File: src/design/umif_pkg.sv
// shared types, descriptor codes and record helpers for the midi interface finder
`default_nettype none

package umif_pkg;

   // result status codes
   localparam logic [1:0] STATUS_FOUND     = 2'd0;
   localparam logic [1:0] STATUS_NONE      = 2'd1;
   localparam logic [1:0] STATUS_MALFORMED = 2'd2;

   // descriptor types and class codes
   localparam logic [7:0] DESC_CONFIG             = 8'd2;
   localparam logic [7:0] DESC_INTERFACE          = 8'd4;
   localparam logic [7:0] DESC_ENDPOINT           = 8'd5;
   localparam logic [7:0] CLASS_AUDIO             = 8'd1;
   localparam logic [7:0] SUBCLASS_MIDI_STREAMING = 8'd3;
   localparam logic [7:0] PROTOCOL_NONE           = 8'd0;

   // length limits
   localparam logic [7:0] MIN_CONFIG_LEN    = 8'd9;
   localparam logic [7:0] MIN_INTERFACE_LEN = 8'd9;
   localparam logic [7:0] MIN_ENDPOINT_LEN  = 8'd7;
   localparam logic [7:0] MIN_DESC_LEN      = 8'd2;

   // endpoint fields
   localparam logic [7:0]  EP_NUM_MASK    = 8'h0F;
   localparam logic [7:0]  EP_DIR_IN      = 8'h80;
   localparam logic [1:0]  XFER_BULK      = 2'd2;
   localparam logic [1:0]  XFER_INTERRUPT = 2'd3;
   localparam logic [10:0] MIN_MAX_PACKET = 11'd4;

   // byte positions inside the configuration header
   localparam logic [15:0] POS_HEADER_TYPE  = 16'd1;
   localparam logic [15:0] POS_HEADER_TOTAL = 16'd3;
   localparam logic [15:0] POS_HEADER_END   = 16'd4;
   localparam logic [15:0] POS_MAX          = 16'hFFFF;

   localparam int RSP_DATA_W = 56;

   typedef struct packed {
      logic [7:0]  num;
      logic [7:0]  alt;
      logic [7:0]  in_ep;
      logic [10:0] in_mps;
      logic [7:0]  out_ep;
      logic [10:0] out_mps;
   } rec_type;

   typedef struct packed {
      logic       valid;
      logic [7:0] data_byte;
      logic       last;
   } req_item_type;

   typedef struct packed {
      logic [1:0] status;
      rec_type    rec;
   } rsp_item_type;

   // held record is replaced when empty, or when the candidate has both directions and it has not
   function automatic rec_type keep_better(rec_type cand, rec_type best);
      logic best_empty;
      logic cand_both;
      logic best_both;
      best_empty = (best.in_ep == 8'd0) && (best.out_ep == 8'd0);
      cand_both  = (cand.in_ep != 8'd0) && (cand.out_ep != 8'd0);
      best_both  = (best.in_ep != 8'd0) && (best.out_ep != 8'd0);
      if (best_empty || (cand_both && !best_both)) begin
         return cand;
      end
      return best;
   endfunction

endpackage

`default_nettype wire

File: src/design/umif_in_stage.sv
// input register for request bytes
`default_nettype none

module umif_in_stage (
   input  wire logic                   clock,
   input  wire logic                   reset,
   input  wire logic                   req_tvalid,
   output logic                        req_tready,
   input  wire logic [7:0]             req_tdata,
   input  wire logic                   req_tlast,
   input  wire logic                   pop,
   output umif_pkg::req_item_type      item
);

   logic       valid_ff, valid_in;
   logic [7:0] data_ff;
   logic       last_ff;
   logic       load;

   assign req_tready = !valid_ff || pop;
   assign load       = req_tvalid && req_tready;
   assign valid_in   = load || (valid_ff && !pop);

   always_ff @(posedge clock) begin
      if (reset) begin
         valid_ff <= 1'b0;
      end else begin
         valid_ff <= valid_in;
      end
   end

   always_ff @(posedge clock) begin
      if (load) begin
         data_ff <= req_tdata;
         last_ff <= req_tlast;
      end
   end

   assign item.valid     = valid_ff;
   assign item.data_byte = data_ff;
   assign item.last      = last_ff;

endmodule

`default_nettype wire

File: src/design/umif_parser.sv
// descriptor walk state, interface candidate tracking and result formation
`default_nettype none

module umif_parser (
   input  wire logic                   clock,
   input  wire logic                   reset,
   input  wire logic                   go,
   input  wire umif_pkg::req_item_type item,
   output logic                        fire,
   output umif_pkg::rsp_item_type      result
);

   logic [15:0] pos_ff, pos_in;
   logic [15:0] total_ff, total_in;
   logic [7:0]  off_ff, off_in;
   logic [7:0]  dlen_ff, dlen_in;
   logic [7:0]  kind_ff, kind_in;
   logic [7:0]  cap_ff [6];
   logic [7:0]  cap_in [6];
   logic        inside_ff, inside_in;
   logic        mal_ff, mal_in;
   umif_pkg::rec_type cand_ff, cand_in;
   umif_pkg::rec_type best_ff, best_in;
   umif_pkg::rec_type final_best;

   logic [7:0]  b;
   logic        take;
   logic        bad;
   logic        fin;
   logic [7:0]  kind_eff;
   logic [7:0]  dlen_eff;
   logic [15:0] new_total;
   logic [15:0] room;
   logic [16:0] count;
   logic [7:0]  ep_addr;
   logic [1:0]  ep_type;
   logic [10:0] ep_mps;
   logic        ep_ok;

   assign b         = item.data_byte;
   assign kind_eff  = (off_ff == 8'd1) ? b : kind_ff;
   assign dlen_eff  = (off_ff == 8'd0) ? b : dlen_ff;
   assign new_total = {b, cap_ff[0]};
   assign room      = total_ff - pos_ff;
   assign fin       = ({1'b0, off_ff} + 9'd1) >= {1'b0, dlen_eff};
   assign take      = !mal_ff && ((pos_ff < umif_pkg::POS_HEADER_END) || (pos_ff < total_ff));
   assign count     = {1'b0, pos_ff} + 17'd1;

   // endpoint fields, all from bytes captured earlier in this descriptor
   assign ep_addr = cap_ff[0];
   assign ep_type = cap_ff[1][1:0];
   assign ep_mps  = {cap_ff[3][2:0], cap_ff[2]};
   assign ep_ok   = ((ep_type == umif_pkg::XFER_BULK) || (ep_type == umif_pkg::XFER_INTERRUPT))
                    && ((ep_addr & umif_pkg::EP_NUM_MASK) != 8'd0)
                    && (ep_mps >= umif_pkg::MIN_MAX_PACKET);

   always_comb begin
      pos_in    = pos_ff;
      total_in  = total_ff;
      off_in    = off_ff;
      dlen_in   = dlen_ff;
      kind_in   = kind_ff;
      cap_in    = cap_ff;
      inside_in = inside_ff;
      mal_in    = mal_ff;
      cand_in   = cand_ff;
      best_in   = best_ff;
      bad       = 1'b0;
      fire      = 1'b0;

      if (go) begin
         pos_in = (pos_ff == umif_pkg::POS_MAX) ? pos_ff : pos_ff + 16'd1;
         if (take) begin
            if (off_ff == 8'd0) begin
               dlen_in = b;
               if (pos_ff == 16'd0) begin
                  bad = b < umif_pkg::MIN_CONFIG_LEN;
               end else begin
                  bad = (b < umif_pkg::MIN_DESC_LEN) || ({8'd0, b} > room);
               end
            end else if (off_ff == 8'd1) begin
               kind_in = b;
               bad = ((pos_ff == umif_pkg::POS_HEADER_TYPE) && (b != umif_pkg::DESC_CONFIG))
                  || ((b == umif_pkg::DESC_INTERFACE) && (dlen_ff < umif_pkg::MIN_INTERFACE_LEN))
                  || ((b == umif_pkg::DESC_ENDPOINT) && inside_ff
                      && (dlen_ff < umif_pkg::MIN_ENDPOINT_LEN));
            end else begin
               for (int i = 0; i < 6; i++) begin
                  if (off_ff == 8'(i + 2)) begin
                     cap_in[i] = b;
                  end
               end
            end

            // total length arrives in header bytes two and three
            if (pos_ff == umif_pkg::POS_HEADER_TOTAL) begin
               total_in = new_total;
               if ((new_total < {8'd0, umif_pkg::MIN_CONFIG_LEN})
                   || ({8'd0, dlen_ff} > new_total)) begin
                  bad = 1'b1;
               end
            end

            if (bad) begin
               mal_in = 1'b1;
            end else if (fin) begin
               off_in = 8'd0;
               if (kind_eff == umif_pkg::DESC_INTERFACE) begin
                  best_in      = umif_pkg::keep_better(cand_ff, best_ff);
                  cand_in      = '0;
                  cand_in.num  = cap_ff[0];
                  cand_in.alt  = cap_ff[1];
                  inside_in    = (cap_ff[3] == umif_pkg::CLASS_AUDIO)
                              && (cap_ff[4] == umif_pkg::SUBCLASS_MIDI_STREAMING)
                              && (cap_ff[5] == umif_pkg::PROTOCOL_NONE);
               end else if ((kind_eff == umif_pkg::DESC_ENDPOINT) && inside_ff && ep_ok) begin
                  if (((ep_addr & umif_pkg::EP_DIR_IN) != 8'd0) && (cand_ff.in_ep == 8'd0)) begin
                     cand_in.in_ep  = ep_addr;
                     cand_in.in_mps = ep_mps;
                  end else if (((ep_addr & umif_pkg::EP_DIR_IN) == 8'd0)
                               && (cand_ff.out_ep == 8'd0)) begin
                     cand_in.out_ep  = ep_addr;
                     cand_in.out_mps = ep_mps;
                  end
               end
            end else begin
               off_in = off_ff + 8'd1;
            end
         end
      end

      final_best    = umif_pkg::keep_better(cand_in, best_in);
      result.rec    = '0;
      if (mal_in || (count < {9'd0, umif_pkg::MIN_CONFIG_LEN}) || (count < {1'b0, total_in})) begin
         result.status = umif_pkg::STATUS_MALFORMED;
      end else if ((final_best.in_ep != 8'd0) || (final_best.out_ep != 8'd0)) begin
         result.status = umif_pkg::STATUS_FOUND;
         result.rec    = final_best;
      end else begin
         result.status = umif_pkg::STATUS_NONE;
      end

      // end of buffer: report and start over
      if (go && item.last) begin
         fire      = 1'b1;
         pos_in    = '0;
         total_in  = '0;
         off_in    = '0;
         dlen_in   = '0;
         kind_in   = '0;
         inside_in = 1'b0;
         mal_in    = 1'b0;
         cand_in   = '0;
         best_in   = '0;
      end
   end

   always_ff @(posedge clock) begin
      if (reset) begin
         pos_ff    <= '0;
         total_ff  <= '0;
         off_ff    <= '0;
         dlen_ff   <= '0;
         kind_ff   <= '0;
         inside_ff <= 1'b0;
         mal_ff    <= 1'b0;
         cand_ff   <= '0;
         best_ff   <= '0;
      end else begin
         pos_ff    <= pos_in;
         total_ff  <= total_in;
         off_ff    <= off_in;
         dlen_ff   <= dlen_in;
         kind_ff   <= kind_in;
         inside_ff <= inside_in;
         mal_ff    <= mal_in;
         cand_ff   <= cand_in;
         best_ff   <= best_in;
      end
   end

   always_ff @(posedge clock) begin
      cap_ff <= cap_in;
   end

endmodule

`default_nettype wire

File: src/design/umif_rsp_stage.sv
// result register towards the response channel
`default_nettype none

module umif_rsp_stage (
   input  wire logic                   clock,
   input  wire logic                   reset,
   input  wire logic                   fire,
   input  wire umif_pkg::rsp_item_type result,
   output logic                        rsp_tvalid,
   input  wire logic                   rsp_tready,
   output umif_pkg::rsp_item_type      rsp_item,
   output logic                        free
);

   logic                   valid_ff, valid_in;
   umif_pkg::rsp_item_type item_ff;

   assign free     = !valid_ff || rsp_tready;
   assign valid_in = fire || (valid_ff && !rsp_tready);

   always_ff @(posedge clock) begin
      if (reset) begin
         valid_ff <= 1'b0;
      end else begin
         valid_ff <= valid_in;
      end
   end

   always_ff @(posedge clock) begin
      if (fire) begin
         item_ff <= result;
      end
   end

   assign rsp_tvalid = valid_ff;
   assign rsp_item   = item_ff;

endmodule

`default_nettype wire

File: src/design/usb_midi_interface_finder.sv
// top level of the usb midi streaming interface finder
`default_nettype none

// walks a usb configuration descriptor set, one byte per request, and picks the
// audio / midi streaming interface to use, with its first usable bulk or interrupt
// in and out endpoints. a request is one byte; tlast marks the final byte of the
// buffer and only that byte produces a response (found, none, or malformed). the
// block takes one byte every clock cycle unless held back: each byte is registered
// on entry and parsed by a single pass of counters and compares while it sits in
// that register, and the response for a final byte is loaded into the output
// register at the edge at which that byte leaves the input register.
// the only back-pressure comes from the response register: a final byte waits
// while an earlier response has not yet been taken, and requests behind it wait
// too. after each response all parse state but the captured descriptor bytes
// returns to its reset value, ready for the next buffer
module usb_midi_interface_finder (
   input  wire logic        clock,
   input  wire logic        reset,
   // request channel
   input  wire logic        req_tvalid,
   output logic             req_tready,
   input  wire logic [7:0]  req_tdata,   // data_byte [7:0]
   input  wire logic        req_tlast,   // last byte of the buffer
   // response channel
   output logic             rsp_tvalid,
   input  wire logic        rsp_tready,
   output logic [umif_pkg::RSP_DATA_W-1:0] rsp_tdata
   // rsp_tdata: status [1:0], interface_number [9:2], alternate_setting [17:10],
   // in_endpoint [25:18], in_max_packet [36:26], out_endpoint [44:37],
   // out_max_packet [55:45]
);

   umif_pkg::req_item_type item;
   umif_pkg::rsp_item_type result;
   umif_pkg::rsp_item_type rsp_item;
   logic                   pop;
   logic                   fire;
   logic                   out_free;

   // a non-final byte always moves on; a final one needs room for its response
   assign pop = item.valid && (!item.last || out_free);

   umif_in_stage u_in (
      .clock      (clock),
      .reset      (reset),
      .req_tvalid (req_tvalid),
      .req_tready (req_tready),
      .req_tdata  (req_tdata),
      .req_tlast  (req_tlast),
      .pop        (pop),
      .item       (item)
   );

   umif_parser u_parser (
      .clock  (clock),
      .reset  (reset),
      .go     (pop),
      .item   (item),
      .fire   (fire),
      .result (result)
   );

   umif_rsp_stage u_rsp (
      .clock      (clock),
      .reset      (reset),
      .fire       (fire),
      .result     (result),
      .rsp_tvalid (rsp_tvalid),
      .rsp_tready (rsp_tready),
      .rsp_item   (rsp_item),
      .free       (out_free)
   );

   // pack the response fields, first field in the lowest bits
   assign rsp_tdata = {rsp_item.rec.out_mps,
                       rsp_item.rec.out_ep,
                       rsp_item.rec.in_mps,
                       rsp_item.rec.in_ep,
                       rsp_item.rec.alt,
                       rsp_item.rec.num,
                       rsp_item.status};

endmodule

`default_nettype wire

File: config.mk
export PLATFORM = sky130hd
export DESIGN_NAME = usb_midi_interface_finder
export DESIGN_NICKNAME = d
export VERILOG_FILES = /design/src/design/umif_pkg.sv /design/src/design/umif_in_stage.sv /design/src/design/umif_parser.sv /design/src/design/umif_rsp_stage.sv /design/src/design/usb_midi_interface_finder.sv
export SDC_FILE = /design/constraint.sdc
export NUM_CORES = 1
export LEC_CHECK = 0
export ABC_AREA = 1
export BUFFER_PORTS_ARGS = -buffer_cell sky130_fd_sc_hd__buf_2
export CAP_MARGIN = 30
export CORE_ASPECT_RATIO = 0.7
export CORE_UTILIZATION = 45
export CTS_BUF_LIST = sky130_fd_sc_hd__clkbuf_8 sky130_fd_sc_hd__clkbuf_16
export DETAILED_ROUTE_END_ITERATION = 12
export GPL_TIMING_DRIVEN = 0
export PLACE_DENSITY = 0.6
export SLEW_MARGIN = 20
export SYNTH_ARGS = -nofsm -noshare
export SYNTH_HDL_FRONTEND = slang
export SYNTH_SLANG_ARGS = --single-unit
File: constraint.sdc
create_clock -name clock -period 5.75 [get_ports clock]
set_input_delay 0.2875 -clock clock [delete_from_list [all_inputs] [get_ports clock]]
set_output_delay 0.2875 -clock clock [all_outputs]
set_load 0.03 [all_outputs]
==> results of run 1 <==
-- power by group through the flow --
stage	Sequential [W]	Clock [W]	Combinational, W
floorplan	0.00219	0	0.000364
global placement	0.00218	0	0.000524
detailed placement	0.00218	0	0.000537
CTS	0.00214	0.00179	0.000559
global route	0.00214	0.00187	0.000653
finish	0.00214	0.00176	0.000584
-- kinds of logic (layout without fill, tap and decap cells) --
logic type,Yosys count,after routing,synth area share [%]
muxes,60,60,4.10
buffers and inverters,327,478,9.25
DFF,281,281,46.1
xor gates and xnor gates,22,22,1.32
and+or+nand+nor,775,777,22.9
AOI/OAI and AO/OA,297,297,10.8
adders and majority gates,64,64,5.50
-- worst max-delay path: cells and delay by family (launching register included) --
| kind | cells | cell delay, ns |
|---|---|---|
| flip-flops | 1 | 0.41 |
| AND/OR/NAND/NOR | 25 | 2.79 |
| AO/OA/AOI/OAI | 3 | 0.43 |
| buffers and inverters | 6 | 0.93 |
| adder cells (fa/ha/maj) | 2 | 0.55 |
-- metrics by stage --
| step | instances | cell area, sq um | TNS (ns) | hold slack (ns) | total power, W |
|---|---|---|---|---|---|
| finish | 2399 | 16800 | 0 | 0.103 | 0.00448 |
| global route | 2399 | 16800 | -0.00978 | 0.175 | 0.00467 |
| CTS | 2386 | 16600 | 0 | 0.0822 | 0.00448 |
| detailed placement | 2320 | 15600 | -15.91 | 0.445 | 0.00272 |
| global placement | 2316 | 15500 | -8.73 | 0.435 | 0.00271 |
| floorplan | 1826 | 14600 | 0 | 0.357 | 0.00255 |
-- cell usage after synthesis (6+ instances only) --
cell type	n
nor4_1	22
nand4_1	18
o21ai_0	103
nor3_1	26
buf_6	7
nand2_1	325
ha_1	62
nor2_2	14
mux2i_1	60
nand3_1	54
buf_4	6
dfxtp_1	168
nand2_2	7
clkbuf_1	38
inv_1	262
xor2_1	19
nor2_1	286
a211oi_1	14
a21oi_1	154
edfxtp_1	113
-- registers in the layout (all words and copies together), names as in the netlist --
signal              flops
u_parser.off_ff         8
u_parser.dlen_ff        8
u_parser.total_ff      16
u_in.data_ff            8
u_parser.cap_ff        40
u_rsp.rsp_tvalid        1
u_parser.cand_ff       54
u_parser.ep_addr        8
u_rsp.rsp_item         56
u_parser.pos_ff        16
u_parser.kind_ff        8
u_in.last_ff            1
u_parser.best_ff       54
u_parser.inside_ff      1
u_in.valid_ff           1
u_parser.mal_ff         1
-- how the worst max path moves through the flow --
stage,slack (ns),start,cells past startpoint,to
2_1_floorplan,1.15,u_parser.off_ff[0],38,u_rsp.rsp_item[19]
3_3_place_gp,-0.30,u_parser.pos_ff[0],31,u_rsp.rsp_item[52]
3_5_place_dp,-0.41,u_parser.pos_ff[0],31,u_rsp.rsp_item[52]
4_1_cts,0.03,u_parser.off_ff[0],38,u_rsp.rsp_item[52]
5_1_grt,-0.008,u_parser.pos_ff[9],30,u_rsp.rsp_item[52]
6_report,0.31,u_parser.off_ff[0],36,u_rsp.rsp_item[52]
-- repair_timing --
action                     in CTS  in global routing
buffers inserted                1                 11
setup endpoints to repair      56                 56
hold endpoints to repair       11                  0
cloned                          0                  2
hold buffers                   11                  0
gates resized for setup         8                 39
pin swaps                       1                  9
-- layer usage --
layer / global-route usage, % / share of wire [%] / up-vias
met5: 0 / 0.017 / -
met4: 2.85 / 0.85 / 2
met3: 5.79 / 9.2 / 33
met2: 33.3 / 38 / 422
met1: 41.1 / 52 / 5941
li1: - / - / 6244
-- final cells by class --
type                       count  area [sq um]
clock buffer                  33           792
fill                        3003         14700
clock inverter                21          93.8
tap                          420           526
buffer                        61           373
multi-input combinational   1220          6680
timing repair buffer          97           606
sequential                   281          6770
inverter                     266          1000
==> metrics.txt, run 1 <==
Syn. warnings 0; Synth cell types 54; DR vias 12600; Reg2Reg Capture Point u_rsp.rsp_item[52]; area share of the largest cell type after synthesis 23.2%; critical path type reg2reg; share of cells above drive strength 1 11.8%; Mapped Cells 1826; initial antenna violation count 1; DR iter-0 viols 1113; Sw Share 27.2%; Congestion Overflow GR 0; Syn Nets 1902; largest net degree at the start of global routing 58; drt pass-1 iters 6; ys flop type dfxtp_1; Final Core Density 53.4%; slew at the pin with the worst max-slew slack 0.870 ns; minimum clock period 5.44 ns; power share of the clock group 39.2%; H-tree levels 1; HP Start rsp_tready; drt wl/cell 17.5 microns; Synth area leaders edfxtp_1 23%, dfxtp_1 23%, nand2_1 8.3%; hold path cells 4; n_diodes 0; area leader, netlist edfxtp_1; clock root buffer clkbuf_16; Critical Path Start Type flip-flop; HP Class in2reg; clk_skew 0.00949 ns; I/O pin count 71; CP max stage cell dfxtp_1; Worst-Skew Late Latency 0.56 ns; GRT Total Usage 25.1%; Combinational Power Share 13.0%; setup ws final 0.311 ns; Hold Vio Cnt, Final 0; drt total wl 41900 microns; most frequent cells in the layout 321 x nand2_1, 281 x nor2_1, 269 x inv_1; Worst path max stage delay 0.41 ns; setup slack, reg-to-reg 0.31 ns; switching power 0.00122 W; pwr/cell area 266 mW/mm^2; fin. max-slew vios 0; global placement routability congestion 0.929; first-pass GRT wire length 65000 microns; reg2reg start u_parser.off_ff[0]; Starting Density 46.4%; post-DP HPWL 31800 microns; full die area 0.0333 sq mm; area of the mapped netlist 0.0146 sq mm; setup slack at placement -0.406 ns; crit-path max FO 10; nets 2032; P_int 0.00326 W; PortBufs 70; commonest non-fill, non-tap cell in the layout nand2_1; Placeable Area 0.0316 sq mm; Post-synth EDFFs 113; CTS Sinks 281; crit path DAT 5.74 ns; Syn-to-layout area delta 15.0%; CTS tree yes; fin crit share 94.6%; Async S/R FF share, synth 0%; leakage 6.99 nW; fmax 0.184 GHz; Slew headroom 41.5%; Die Ht 153 microns; DRC violation count after routing 0; crit end category flip-flop; hold path endpoint u_rsp.rsp_tvalid; row count 54; setup violators final 0; Avg Vias per Cell 5.27; vias in the first global route 11600; sequential share of power 47.7%; clk slew on worst S/H paths 0.06 ns; max_cap viols 0; total CTS buffers 29; status finished clean; Max clock buf depth 3; register area share after synthesis 46.1%; ANT nets after route 0; R2R depth 36; Seq cells post-synth 281; mean post-synth cell area 8.02 sq um; die width 218 microns; cell repeated most along the worst path nor2_1; WP data required 6.05 ns; maximum vdd drop 0.207 mV
Power figures use the tool's default switching activity.
==> inputs of run 2 (changes only) <==
--- a/config.mk
+++ b/config.mk
@@ -13,8 +13,10 @@
 export CTS_BUF_LIST = sky130_fd_sc_hd__clkbuf_8 sky130_fd_sc_hd__clkbuf_16
 export DETAILED_ROUTE_END_ITERATION = 12
 export GPL_TIMING_DRIVEN = 0
-export PLACE_DENSITY = 0.6
+export PLACE_DENSITY = 0.59
+export RECOVER_POWER = 50
 export SLEW_MARGIN = 20
 export SYNTH_ARGS = -nofsm -noshare
 export SYNTH_HDL_FRONTEND = slang
+export SYNTH_HIERARCHICAL = 1
 export SYNTH_SLANG_ARGS = --single-unit
==> run 2 against run 1 <==
Effect of this change: sequential power barely moved; worst hold slack better by 0.032 ns; clock skew is 0.011 ns higher; die area grew 1.3%; sequential cell count unchanged; clock power is 22% higher; setup slack lost 0.10 ns; total power grew 12%; global-route usage rose by 1.2 points; count of clock-buffer cells in the layout did not move; largest cell class is now multi-input combinational cells; highest routed layer is now met4.
==> metrics.txt, run 2 <==
max reg flops 56; CP startpoint u_parser/pos_ff[0]; Die Ht 154 microns; Worst-Skew Late Latency 0.58 ns; CP max stage cell dfxtp_2; Reg2Reg Capture Point u_rsp/rsp_item[38]; ANT nets after route 0; drt pass-1 iters 6; Max clock buf depth 3; crit path DAT 5.85 ns; full die area 0.0337 sq mm; total CTS buffers 29; CTS tree yes; Hold Vio Cnt, Final 0; reg2reg start u_parser/pos_ff[0]; fin. max-slew vios 0; drt total wl 45000 microns; setup violators final 0; crit-path max FO 10; row count 55; Placeable Area 0.0323 sq mm; Synth area leaders edfxtp_1 23%, dfxtp_1 23%, nor2_1 10%; pwr/cell area 287 mW/mm^2; slew at the pin with the worst max-slew slack 0.927 ns; Placed Cells incl. Taps 2450; Avg Vias per Cell 5.33; HP Start req_tvalid; Worst path max stage delay 0.37 ns; Async S/R FF share, synth 0%; clock root buffer clkbuf_16; Synth cell types 56; area leader, netlist edfxtp_1; mean post-synth cell area 7.62 sq um; GRT Total Usage 26.3%; setup slack, reg-to-reg 0.21 ns; Syn Nets 2024; most common cell in the netlist nor2_1; die width 219 microns; clk_skew 0.0210 ns; I/O pin count 71; cell repeated most along the worst path nand2_1; initial antenna violation count 1; Slew headroom 38.2%; n_diodes 0; Layout fillers 3168; Pwr Total 0.00501 W; global placement routability congestion 0.932; setup ws final 0.211 ns; Congestion Overflow GR 0; largest net degree at the start of global routing 59; Mapped Cells 1948; fmax 0.181 GHz; Starting Density 45.9%; PortBufs 70; nets 2165; area of the mapped netlist 0.0148 sq mm; post-DP HPWL 33500 microns; drt wl/cell 17.7 microns; minimum clock period 5.54 ns; max_cap viols 0; setup slack at placement -1.01 ns; Syn-to-layout area delta 17.6%; leakage 7.50 nW; Syn. warnings 6; Seq cells post-synth 281; Setup TNS 0 ns; register area share after synthesis 45.5%; R2R depth 33; hold path cells 3; Critical Path Start Type flip-flop; critical path type reg2reg; CP endpoint u_rsp/rsp_item[38]; most frequent cells after synthesis 402 x nor2_1, 372 x nand2_1, 223 x inv_1, 168 x dfxtp_1, 127 x a21oi_1; most frequent cells in the layout 390 x nor2_1, 367 x nand2_1, 216 x inv_1; clk slew on worst S/H paths 0.07 ns; CTS Sinks 281; DR vias 13500; WP data required 6.07 ns; share of cells above drive strength 1 10.7%; HP Class in2reg; H-tree levels 1; ys flop type dfxtp_1; vias in the first global route 12100; DRC violation count after routing 0; fin crit share 96.3%; crit end category flip-flop; fin cells 2539; maximum vdd drop 0.277 mV; DR iter-0 viols 1318; Post-synth EDFFs 113; status finished clean; commonest non-fill, non-tap cell in the layout nor2_1; area share of the largest cell type after synthesis 22.9%; first-pass GRT wire length 68500 microns
[run 2: cell types whose count changed after synthesis, moves of 10 or more]
cell,before,now
mux2i_1,60,25
inv_1,262,223
nand4_1,18,30
o21ai_1,5,26
buf_2,5,16
a21oi_1,154,127
nand2_1,325,372
nor4_1,22,11
nor2_1,286,402
a22oi_1,0,10
o21ai_0,103,120
[run 2: cell families after synthesis]
logic type / count (synthesis) / synth area share, %
AOI/OAI and AO/OA: 313 / 11.3
xor gates and xnor gates: 20 / 1.18
adders and majority gates: 63 / 5.36
buffers and inverters: 305 / 8.33
DFF: 281 / 45.5
muxes: 25 / 1.69
and+or+nand+nor: 941 / 26.6
[run 2: per-stage QoR]
stage / hold WS (ns) / area, sq um / util, %
2_1_floorplan: 0.350 / 14800 / -
3_3_place_gp: 0.440 / 15700 / 48.6
3_5_place_dp: 0.448 / 15800 / 48.9
4_1_cts: 0.120 / 17100 / 53.0
5_1_grt: 0.142 / 17500 / 54.0
6_report: 0.135 / 17500 / 54.0
[run 2: where the power goes]
| group | total, W | internal, W | leakage, nW | switching, W |
|---|---|---|---|---|
| Combinational | 0.000714 | 0.000226 | 4.54 | 0.000488 |
| Clock | 0.00214 | 0.00131 | 0.543 | 0.000833 |
| Sequential | 0.00215 | 0.00211 | 2.42 | 0.0000434 |
| Total | 0.00501 | 0.00364 | 7.50 | 0.00136 |
[run 2: cell type report]
| type | count | area, sq um | area share, % |
|---|---|---|---|
| repair buffers | 110 | 642 | 3.68 |
| inverters | 233 | 876 | 5.02 |
| well taps | 427 | 534 | 3.06 |
| multi-input cells | 1363 | 7110 | 40.8 |
| plain buffers | 71 | 420 | 2.41 |
| flip-flops and latches | 281 | 6770 | 38.8 |
| clock buffers | 33 | 792 | 4.54 |
| clock inverters | 21 | 304 | 1.74 |
[run 2: metal layers]
metal	routed length, microns	vias up	track usage (%)
li1	-	6625	-
met4	826	0	5.03
met5	0	-	0
met1	22500	6289	42.5
met3	4240	51	4.47
met2	17500	578	35.9
[run 2: worst max-delay path: cells and delay by family (launching register included)]
family	cells	cell delay [ns]
xor gates and xnor gates	1	0.07
DFF	1	0.37
adders and majority gates	3	0.89
and+or+nand+nor	21	2.25
buffers and inverters	5	0.99
AOI/OAI and AO/OA	3	0.70
[run 2: repair_timing]
action | 4_1_cts | 5_1_grt
pin swaps | 3 | 15
endpoints found under the setup margin | 49 | 49
buffers inserted | 1 | 20
hold buffers | 12 | 0
endpoints found under the hold margin | 11 | 0
cloned | 0 | 3
resized for setup | 31 | 77
[run 2: worst min path at each step]
| stage | end | slack, ns |
|---|---|---|
| 2_1_floorplan | u_in/valid_ff | 0.35 |
| 3_3_place_gp | u_parser/kind_ff[6] | 0.44 |
| 3_5_place_dp | u_parser/kind_ff[7] | 0.45 |
| 4_1_cts | u_in/last_ff | 0.12 |
| 5_1_grt | u_in/last_ff | 0.14 |
| 6_report | u_in/last_ff | 0.13 |
